### config.mk
export PLATFORM = sky130hd
export DESIGN_NAME = three_level_priority_job_queue_unit
export DESIGN_NICKNAME = d
export VERILOG_FILES = /design/src/rtl/core/tplq_pkg.sv /design/src/rtl/core/tplq_ctrl.sv /design/src/rtl/core/tplq_dp.sv /design/src/rtl/core/three_level_priority_job_queue_unit.sv
export SDC_FILE = /design/constraint.sdc
export NUM_CORES = 1
export LEC_CHECK = 0
export ABC_AREA = 1
export ABC_CLOCK_PERIOD_IN_PS = 7770
export BUFFER_PORTS_ARGS = -buffer_cell sky130_fd_sc_hd__buf_4
export CORE_UTILIZATION = 50
export DETAILED_ROUTE_END_ITERATION = 8
export GPL_TIMING_DRIVEN = 0
export PLACE_DENSITY = 0.66
export SLEW_MARGIN = 40
export SYNTH_ARGS = -nofsm -noshare
export SYNTH_HDL_FRONTEND = slang
export SYNTH_SLANG_ARGS = --single-unit
### constraint.sdc
create_clock -name i_clk -period 7.77 [get_ports i_clk]
set_input_delay 1.554 -clock i_clk [delete_from_list [all_inputs] [get_ports i_clk]]
set_output_delay 1.554 -clock i_clk [all_outputs]
set_load 0.01 [all_outputs]
### src/rtl/core/tplq_pkg.sv
// shared types and codes for the three-level priority job queue
package tplq_pkg;

    localparam int NUM_LEVELS = 3;
    localparam int OP_W       = 2;
    localparam int LVL_W      = 2;
    localparam int ST_W       = 2;

    // opcodes
    localparam logic [OP_W-1:0] OP_ADD  = 2'd0;
    localparam logic [OP_W-1:0] OP_TAKE = 2'd1;
    localparam logic [OP_W-1:0] OP_NEXT = 2'd2;

    // priority levels
    localparam logic [LVL_W-1:0] LVL_HIGH = 2'd0;
    localparam logic [LVL_W-1:0] LVL_MED  = 2'd1;
    localparam logic [LVL_W-1:0] LVL_LOW  = 2'd2;

    // result status
    localparam logic [ST_W-1:0] ST_OK     = 2'd0;
    localparam logic [ST_W-1:0] ST_EMPTY  = 2'd1;
    localparam logic [ST_W-1:0] ST_FULL   = 2'd2;
    localparam logic [ST_W-1:0] ST_BADPRI = 2'd3;

    typedef enum logic {
        S_IDLE,
        S_LOAD
    } t_state;

    // controller to datapath
    typedef struct packed {
        logic accept;
        logic load;
    } t_cmd;

    // datapath to controller
    typedef struct packed {
        logic out_free;
    } t_sts;

endpackage

### src/rtl/core/tplq_ctrl.sv
// controller: input handshake and result load sequencing
module tplq_ctrl (
    input  logic            i_clk,
    input  logic            i_rst_n,
    input  logic            i_in_valid,
    output logic            o_in_ready,
    input  tplq_pkg::t_sts  i_sts,
    output tplq_pkg::t_cmd  o_cmd
);

    tplq_pkg::t_state r_state;
    tplq_pkg::t_state n_state;

    always_ff @(posedge i_clk) begin
        if (!i_rst_n) begin
            r_state <= tplq_pkg::S_IDLE;
        end else begin
            r_state <= n_state;
        end
    end

    always_comb begin
        n_state      = r_state;
        o_in_ready   = 1'b0;
        o_cmd.accept = 1'b0;
        o_cmd.load   = 1'b0;
        unique case (r_state)
            tplq_pkg::S_IDLE: begin
                o_in_ready   = 1'b1;
                o_cmd.accept = i_in_valid;
                if (i_in_valid) begin
                    n_state = tplq_pkg::S_LOAD;
                end
            end
            tplq_pkg::S_LOAD: begin
                // wait for the output register to be free
                if (i_sts.out_free) begin
                    o_cmd.load = 1'b1;
                    n_state    = tplq_pkg::S_IDLE;
                end
            end
            default: begin
                n_state = tplq_pkg::S_IDLE;
            end
        endcase
    end

endmodule

### src/rtl/core/tplq_dp.sv
// datapath: job store, per-level pointers and counts, result registers
module tplq_dp #(
    parameter int LEVEL_DEPTH = 16,
    parameter int JOB_WIDTH   = 16
) (
    input  logic                          i_clk,
    input  logic                          i_rst_n,
    input  tplq_pkg::t_cmd                i_cmd,
    output tplq_pkg::t_sts                o_sts,
    input  logic [tplq_pkg::OP_W-1:0]     i_opcode,
    input  logic [JOB_WIDTH-1:0]          i_job,
    input  logic [tplq_pkg::LVL_W-1:0]    i_priority,
    output logic                          o_valid,
    input  logic                          i_ready,
    output logic [JOB_WIDTH-1:0]          o_job,
    output logic [tplq_pkg::LVL_W-1:0]    o_level,
    output logic [tplq_pkg::ST_W-1:0]     o_status
);

    localparam int IW    = $clog2(LEVEL_DEPTH);
    localparam int CW    = $clog2(LEVEL_DEPTH + 1);
    localparam int DEPTH = tplq_pkg::NUM_LEVELS * LEVEL_DEPTH;
    localparam int AW    = $clog2(DEPTH);

    localparam logic [tplq_pkg::LVL_W-1:0] NUM_LVL = tplq_pkg::LVL_W'(tplq_pkg::NUM_LEVELS);

    logic [JOB_WIDTH-1:0] r_mem [0:DEPTH-1];
    logic [JOB_WIDTH-1:0] r_rd_data;

    logic [IW-1:0] r_head  [0:tplq_pkg::NUM_LEVELS-1];
    logic [IW-1:0] r_tail  [0:tplq_pkg::NUM_LEVELS-1];
    logic [CW-1:0] r_count [0:tplq_pkg::NUM_LEVELS-1];

    logic [tplq_pkg::NUM_LEVELS-1:0] full;
    logic [tplq_pkg::NUM_LEVELS-1:0] nonempty;

    logic                       d_write;
    logic                       d_read;
    logic [tplq_pkg::LVL_W-1:0] d_level;
    logic [tplq_pkg::ST_W-1:0]  d_status;
    logic [IW-1:0]              slot;
    logic [IW-1:0]              slot_next;
    logic [AW-1:0]              addr;

    logic                       r_pend_read;
    logic [tplq_pkg::LVL_W-1:0] r_pend_level;
    logic [tplq_pkg::ST_W-1:0]  r_pend_status;

    logic                       r_out_valid;
    logic [JOB_WIDTH-1:0]       r_out_job;
    logic [tplq_pkg::LVL_W-1:0] r_out_level;
    logic [tplq_pkg::ST_W-1:0]  r_out_status;

    always_comb begin
        for (int l = 0; l < tplq_pkg::NUM_LEVELS; l++) begin
            full[l]     = (r_count[l] == CW'(LEVEL_DEPTH));
            nonempty[l] = (r_count[l] != '0);
        end
    end

    // decode of the incoming item
    always_comb begin
        d_write  = 1'b0;
        d_read   = 1'b0;
        d_level  = tplq_pkg::LVL_HIGH;
        d_status = tplq_pkg::ST_BADPRI;
        case (i_opcode)
            tplq_pkg::OP_ADD: begin
                if (i_priority < NUM_LVL) begin
                    d_level = i_priority;
                    if (full[i_priority]) begin
                        d_status = tplq_pkg::ST_FULL;
                    end else begin
                        d_write  = 1'b1;
                        d_status = tplq_pkg::ST_OK;
                    end
                end
            end
            tplq_pkg::OP_TAKE: begin
                if (i_priority < NUM_LVL) begin
                    d_level = i_priority;
                    if (nonempty[i_priority]) begin
                        d_read   = 1'b1;
                        d_status = tplq_pkg::ST_OK;
                    end else begin
                        d_status = tplq_pkg::ST_EMPTY;
                    end
                end
            end
            tplq_pkg::OP_NEXT: begin
                d_status = tplq_pkg::ST_OK;
                d_read   = 1'b1;
                if (nonempty[tplq_pkg::LVL_HIGH]) begin
                    d_level = tplq_pkg::LVL_HIGH;
                end else if (nonempty[tplq_pkg::LVL_MED]) begin
                    d_level = tplq_pkg::LVL_MED;
                end else if (nonempty[tplq_pkg::LVL_LOW]) begin
                    d_level = tplq_pkg::LVL_LOW;
                end else begin
                    d_read   = 1'b0;
                    d_status = tplq_pkg::ST_EMPTY;
                end
            end
            default: begin
                d_status = tplq_pkg::ST_BADPRI;
            end
        endcase
    end

    assign slot      = d_write ? r_tail[d_level] : r_head[d_level];
    assign slot_next = (slot == IW'(LEVEL_DEPTH - 1)) ? '0 : slot + 1'b1;
    assign addr      = AW'(d_level) * AW'(LEVEL_DEPTH) + AW'(slot);

    // job store, one port
    always_ff @(posedge i_clk) begin
        if (i_cmd.accept && d_write) begin
            r_mem[addr] <= i_job;
        end
        if (i_cmd.accept && d_read) begin
            r_rd_data <= r_mem[addr];
        end
    end

    always_ff @(posedge i_clk) begin
        if (!i_rst_n) begin
            for (int l = 0; l < tplq_pkg::NUM_LEVELS; l++) begin
                r_head[l]  <= '0;
                r_tail[l]  <= '0;
                r_count[l] <= '0;
            end
        end else if (i_cmd.accept) begin
            if (d_write) begin
                r_tail[d_level]  <= slot_next;
                r_count[d_level] <= r_count[d_level] + 1'b1;
            end else if (d_read) begin
                r_head[d_level]  <= slot_next;
                r_count[d_level] <= r_count[d_level] - 1'b1;
            end
        end
    end

    always_ff @(posedge i_clk) begin
        if (i_cmd.accept) begin
            r_pend_read   <= d_read;
            r_pend_level  <= d_level;
            r_pend_status <= d_status;
        end
    end

    assign o_sts.out_free = !r_out_valid || i_ready;

    always_ff @(posedge i_clk) begin
        if (!i_rst_n) begin
            r_out_valid <= 1'b0;
        end else if (i_cmd.load) begin
            r_out_valid <= 1'b1;
        end else if (i_ready) begin
            r_out_valid <= 1'b0;
        end
    end

    always_ff @(posedge i_clk) begin
        if (i_cmd.load) begin
            r_out_job    <= r_pend_read ? r_rd_data : '0;
            r_out_level  <= r_pend_level;
            r_out_status <= r_pend_status;
        end
    end

    assign o_valid  = r_out_valid;
    assign o_job    = r_out_job;
    assign o_level  = r_out_level;
    assign o_status = r_out_status;

`ifndef SYNTHESIS
    a_count_bound: assert property (@(posedge i_clk) disable iff (!i_rst_n)
        r_count[0] <= CW'(LEVEL_DEPTH) && r_count[1] <= CW'(LEVEL_DEPTH)
        && r_count[2] <= CW'(LEVEL_DEPTH))
        else $error("level count above depth");

    a_no_load_over_held: assert property (@(posedge i_clk) disable iff (!i_rst_n)
        (r_out_valid && !i_ready) |-> !i_cmd.load)
        else $error("result loaded over an untaken result");

    a_job_zero_on_fail: assert property (@(posedge i_clk) disable iff (!i_rst_n)
        (r_out_valid && r_out_status != tplq_pkg::ST_OK) |-> (r_out_job == '0))
        else $error("job returned with failure status");

    a_read_has_job: assert property (@(posedge i_clk) disable iff (!i_rst_n)
        (i_cmd.accept && d_read) |-> (r_count[d_level] != '0))
        else $error("read from an empty level");
`endif

endmodule

### src/rtl/core/three_level_priority_job_queue_unit.sv
// top level of the three-level strict-priority job queue
// usage:
//   input stream (s_axis_*): one command per transfer. tdata carries the job
//   number, tuser carries the opcode and the priority level. opcode add puts
//   the job at the tail of its level, take removes the oldest job of the named
//   level, next removes the oldest job of the highest non-empty level.
//   output stream (m_axis_*): exactly one result per command, in order.
//   tdata carries the removed job (zero on add or failure), tuser carries the
//   level and the status (ok, empty, full, invalid priority).
// command flow:
//   a command is decoded, the level pointers are updated and the single-port
//   job store is accessed in the idle state; in the load state, once the
//   output register is free, the result moves into it. a new command is taken
//   only after the load; the store read data is registered, hence that state.
// reset: i_rst_n is synchronous, active low; all levels come up empty, no
//   clearing pass is needed. the job store holds no reset value.
// stall: the output register holds a result until it is taken; one more
//   command can be taken and decoded meanwhile, then s_axis_tready stays low.
module three_level_priority_job_queue_unit #(
    parameter int LEVEL_DEPTH = 16,
    parameter int JOB_WIDTH   = 16
) (
    input  logic                               i_clk,
    input  logic                               i_rst_n,
    input  logic                               s_axis_tvalid,
    output logic                               s_axis_tready,
    // job_number
    input  logic [((JOB_WIDTH+7)/8)*8-1:0]     s_axis_tdata,
    // opcode [1:0], priority_level [3:2]
    input  logic [3:0]                         s_axis_tuser,
    output logic                               m_axis_tvalid,
    input  logic                               m_axis_tready,
    // job_out
    output logic [((JOB_WIDTH+7)/8)*8-1:0]     m_axis_tdata,
    // level_out [1:0], status [3:2]
    output logic [3:0]                         m_axis_tuser
);

    localparam int DW = ((JOB_WIDTH + 7) / 8) * 8;

    tplq_pkg::t_cmd cmd;
    tplq_pkg::t_sts sts;

    logic [JOB_WIDTH-1:0]              out_job;
    logic [tplq_pkg::LVL_W-1:0]        out_level;
    logic [tplq_pkg::ST_W-1:0]         out_status;

    // command sequencing
    tplq_ctrl u_ctrl (
        .i_clk      (i_clk),
        .i_rst_n    (i_rst_n),
        .i_in_valid (s_axis_tvalid),
        .o_in_ready (s_axis_tready),
        .i_sts      (sts),
        .o_cmd      (cmd)
    );

    // queue storage and result path
    tplq_dp #(
        .LEVEL_DEPTH (LEVEL_DEPTH),
        .JOB_WIDTH   (JOB_WIDTH)
    ) u_dp (
        .i_clk      (i_clk),
        .i_rst_n    (i_rst_n),
        .i_cmd      (cmd),
        .o_sts      (sts),
        .i_opcode   (s_axis_tuser[1:0]),
        .i_job      (s_axis_tdata[JOB_WIDTH-1:0]),
        .i_priority (s_axis_tuser[3:2]),
        .o_valid    (m_axis_tvalid),
        .i_ready    (m_axis_tready),
        .o_job      (out_job),
        .o_level    (out_level),
        .o_status   (out_status)
    );

    // pad the job to whole bytes
    assign m_axis_tdata = DW'(out_job);
    assign m_axis_tuser = {out_status, out_level};

endmodule

# Word-level counts from Yosys, hierarchy flattened
# Memory sizes are Yosys's and may differ from the RTL's. A register that Yosys moved wholly into a read port is not among the register bits.
# Index checks and enable logic that the tools add are counted.
# op_classes
add_sub_neg	4
n_lt_le_gt_ge	2
n_eq_ne	6
muxes	59
bitwise_logic	2
reduce_logical	13
# op_table
operator	n
two-way mux 1 bit	35
two-way mux 2 bit	12
two-way mux 4 bit	4
== test 5 bit, second input constant	3
nonzero test 5 bit	3
two-way mux 5 bit	2
OR reduction 4 bit	2
adder 6 x 4 -> 6 bit	1
case mux 2 bit (3 select lines)	1
adder 5 x 1 -> 5 bit, second input constant	1
OR reduction 5 bit	1
subtractor 5 x 1 -> 5 bit, second input constant	1
adder 4 x 1 -> 4 bit, second input constant	1
binary-select mux 1 bit (select 2 bit)	2
== test 4 bit, second input constant	1
case mux 1 bit (2 select lines)	2
case mux 2 bit (2 select lines)	1
less-than comparator 2 x 3 -> 1 bit, second input constant	1
== test 2 x 1 -> 1 bit, second input constant	1
== test 2 bit, second input constant	1
logical AND 1 bit	2
zero test 2 bit	1
less-than comparator 2 bit, second input constant	1
nonzero test 2 bit	1
other kinds (5)	5
# totals
register_bits	27
mem_bits_rw	807
output_inout_bits	22
elab_cells	98
memories	4
# memory_table
memory	depth	word_bits	rd	rd_clocked_by_memory_dff	write_ports	line	source
u_dp.r_mem	48	16	1	1	1	tplq_dp.sv:27	logic [JOB_WIDTH-1:0] r_mem [0:DEPTH-1];
u_dp.r_count	3	5	4	0	3	tplq_dp.sv:32	logic [CW-1:0] r_count [0:tplq_pkg::NUM_LEVELS-1];
u_dp.r_head	3	4	1	0	3	tplq_dp.sv:30	logic [IW-1:0] r_head [0:tplq_pkg::NUM_LEVELS-1];
u_dp.r_tail	3	4	1	0	3	tplq_dp.sv:31	logic [IW-1:0] r_tail [0:tplq_pkg::NUM_LEVELS-1];

# Longest topological paths before layout
# An unclocked memory read counts as a cell.
# logic_depth
ltp_word	15
depth_mapped	23

# By module
# A second synthesis with hierarchy kept.
# unflattened
hier_cells	3445
hier_area_um2	36735.2
# modules_own_cells
module	n_inst	cells_per_inst	area_per_inst_um2	seq_area_each_um2
tplq_dp	1	3436	36685.2	25874.8
tplq_ctrl	1	9	50.0	20.0

# Worst setup path after synthesis
# No wires, ideal clock.
# synth_path
path_type	input -> register
from	input s_axis_tuser[2]
to	memory u_dp.r_count[2][4] in the netlist's numbering (data pin)
setup_time_ns	0.265
arrival_ns	4.310
path_slack_ns	3.195
stages	18
cell_sequence	inv_1 nor2_1 nand2_1 nand3_1 nand2_1 nand2_1 nand2_1 nor2_1 nand3_1 or2_2 and2_1 ha_1 inv_1 nand2_1 nand3_1 nand3_1 nand2_1 nor2_1
# synth_lines
element	line	source
from (decl)	three_level_priority_job_queue_unit.sv:30	input logic [3:0] s_axis_tuser,
to (decl)	tplq_dp.sv:32	

# Final worst setup path
# layout_path
from	input s_axis_tuser[1]
to	memory u_dp.r_mem[16][7] (enable)
# layout_via
elab_chain_len	6
# layout_rtl
element	line	source
== test 2 x 1 -> 1 bit / zero test 2 bit (equally long branches)	tplq_dp.sv:67	case (i_opcode)
OR reduction 2 bit (no source line)	-	
case mux 2 bit (2 select lines)	tplq_dp.sv:67	
memory (3 x 4 bit), on equally long branches	-	
two-way mux 4 bit	tplq_dp.sv:110	assign slot = d_write ? r_tail[d_level] : r_head[d_level];
adder 6 x 4 -> 6 bit	tplq_dp.sv:112	assign addr = AW'(d_level) * AW'(LEVEL_DEPTH) + AW'(slot);
to (decl)	tplq_dp.sv:27	
# Several ways; a longest one is shown, not always the timed one.

==> out/summary.txt <==
WL final - 103,000 um
RSZ-0062 raised after global routing - no
Avg WL per Cell - 22.6 um
clock buffer count from CTS - 86
Tcrit/Tclk final - 66.4%
maximum fanout along the worst path - 16
Leak Pwr - 16.4 nW
vias per cell - 5.54
Die Wd - 272 um
synthesized flop and latch total - 863
RePlAce Congestion - 1.08
drt drc - 0
Clock Latency Late Sink - 0.64 ns
row count - 98
Final Util - 57.6%
ys flop type - edfxtp_1
clk slew on worst S/H paths - 0.06 ns
Layout Skew - 0.0222 ns
Psw - 0.00271 W
critical path capture point type - register
TritonCTS clock tree - done
worst-path cell chain - buf_4, inv_1, ha_1, nor2_1, inv_1, nand2_1, nand2_2, nand2_4, buf_6, nand2_1, nand2_1, nand2_1, nand2_1, nand2_1, nand2_2, nor2_4, buf_4, buf_2, nand2_1, nor2_4
cell-internal power - 0.00784 W
H-tree depth - 3
Least-Margin Pin Slew - 0.886 ns
combinational share of power - 12.2%
synthesized area per cell - 10.7 um2
sequential-to-total area share from yosys stat - 70.8%
CP startpoint kind - input pin
diode count - 0
NumNets Final - 3,592
first-pass GRT wire length - 151,000 um
fraction of registers with async set/reset - 0%
Reg power frac - 49.0%
grt ovf - 0
Max Fclk - 0.194 GHz
Ports - 46
Max Slew Vio Count - 0
Final ANT Viol Nets - 0
relative slew slack - 40.8%
pwr/cell area - 255 nW/um2
Chip Height - 272 um
Worst EP arrival - 5.42 ns
synth unique cells - 35
CTS Hold Bufs - 0
Crit path largest cell delay - 0.71 ns
Sum Neg Setup Slack - 0 ns
die area - 74,200 um2
Worst EP required - 8.03 ns
fraction of layout cells with a size suffix above 1 - 11.1%
1st-iter DRT viols - 3,070
Post-Syn Area - 36,600 um2
gr usage total - 28.0%
Post-CTS Resized - 0
CP top delay family - simple AND/OR/NAND/NOR gates
Crit Path Category - input pin to register
Final Critical Period - 5.16 ns
clock tree buffer depth - 3
number of synthesized flops with an enable pin - 861
Synth Instances - 3,415
Core Box Area - 71,900 um2
Root Buffer - clkbuf_16
final hold viol count - 0
# Post-CTS Setup Buffers - 0
largest net degree at the start of global routing - 49
vias in the first global route - 23,900
Switching Share - 25.7%
area growth from synthesis to layout - 13.3%
WP buf/inv - 6
Pre-antenna DRT Iters - 6
CP max-delay cell - nor2_4
Final Setup Violations - 0
HPWL after DPL - 66,400 um
synth warn - 0
outcome - completed
initial antenna violation count - 3
Max rail drop VDD - 164 uV
FILL cells - 5,878
R2R setup slack - 3.27 ns
DR vias - 25,300
Starting Density - 50.9%
max-cap viol count - 0
Clock power frac - 38.8%
most used cell along the critical path - nand2_1
Mapped Nets - 3,447
PortBufs - 45
hold crit path type - register to register
total number of clock tree sinks - 863
layout by cell type, fill, tap and decap left out, types with 3 or more instances in the layout:
cell / instances
nand3b_1: 3
edfxtp_1: 861
nor2_1: 262
buf_8: 9
nand3_1: 412
clkinv_1: 20
o22a_1: 5
bufinv_16: 9
a21oi_1: 4
or2_2: 3
nor2_2: 4
o21ai_1: 7
buf_16: 3
inv_2: 3
clkbuf_1: 33
a22oi_1: 6
inv_1: 75
buf_4: 60
nor2_4: 51
ha_1: 8
nand2_2: 13
clkbuf_16: 89
nand2_1: 1479
clkinv_2: 14
buf_6: 4
buf_2: 121
o21ai_0: 13
buf_1: 19
nand3_2: 9
cell families after synthesis:
group           Yosys count  share of synthesized area (%)
buf+inv                 260                           3.32
simple gates           2239                           24.8
compound gates           43                          0.746
fa+ha+maj                 8                          0.274
xor+xnor                  2                         0.0479
flops                   863                           70.8
Yosys cell counts (3+ instances only):
library cell	count	area [um2]
nand2_1	1481	5560
edfxtp_1	861	25900
nand3_1	415	2080
nor2_1	311	1170
buf_2	121	606
inv_1	75	282
clkbuf_1	21	78.8
buf_1	19	71.3
buf_4	15	113
o21ai_0	13	65.1
nand2_2	11	68.8
ha_1	8	100
o21ai_1	7	35.0
a22oi_1	6	45.0
nand3_2	6	60.1
a21oi_1	5	25.0
o22a_1	5	43.8
buf_6	4	45.0
inv_2	3	11.3
nand3b_1	3	22.5
nor2_2	3	18.8
nor2_4	3	33.8
or2_2	3	18.8
routing by layer:
layer / GRT usage, % / vias to the layer above / part of all wire [%]
met5: 0 / - / 0.013
met4: 11.8 / 2 / 4.1
met3: 5.73 / 209 / 11
met2: 43.8 / 1348 / 45
met1: 38.3 / 12000 / 40
li1: - / 11800 / -
sequential cells by signal, indices dropped and copies added (netlist names), 2 cells and up:
register            cells
u_dp.o_job             16
u_dp.o_level            2
u_dp.o_status           2
u_dp.r_count           20
u_dp.r_head            16
u_dp.r_mem            768
u_dp.r_pend_level       2
u_dp.r_pend_status      2
u_dp.r_rd_data         16
u_dp.r_tail            16
path summary, 6_finish.rpt:
check	startpoint	to	cells past startpoint
worst max-delay path	s_axis_tuser[1]	u_dp.r_mem[16][7]	20
worst min-delay path	u_dp.r_pend_status[0]	u_dp.o_status[0]	0
worst max register to register	u_dp.r_count[0][2]	u_dp.r_mem[16][7]	18
worst min register to register	u_dp.r_pend_status[0]	u_dp.o_status[0]	0
final cells by class:
cell class / count / area (um2) / share of cell area [%]
flip-flops and latches: 863 / 25900 / 62.5
multi-input cells: 2292 / 9840 / 23.8
clock buffers: 101 / 2270 / 5.49
well taps: 950 / 1190 / 2.87
plain buffers: 180 / 913 / 2.21
repair buffers: 57 / 556 / 1.34
clock inverters: 45 / 439 / 1.06
inverters: 80 / 302 / 0.728
metrics by stage:
stage               hold slack (ns)  cell area (um2)  power [W]  std cells  worst slack [ns]
global route                  0.442            41400     0.0108       4568              2.40
finish                        0.421            41400     0.0106       4568              2.61
detailed placement            0.408            38700    0.00652       4422              1.79
CTS                           0.423            41400     0.0105       4568              2.43
global placement              0.404            38100    0.00649       4410              1.37
floorplan                     0.400            36600    0.00597       3415              3.19
power by group through the flow:
stage / sequential [W] / combinational, W / clock (W)
2_1_floorplan: 0.00527 / 0.000700 / 0
3_3_place_gp: 0.00527 / 0.00122 / 0
3_5_place_dp: 0.00527 / 0.00125 / 0
4_1_cts: 0.00517 / 0.00125 / 0.00411
5_1_grt: 0.00517 / 0.00139 / 0.00429
6_report: 0.00517 / 0.00129 / 0.00410
No activity file was read; power rests on OpenSTA's default activity.
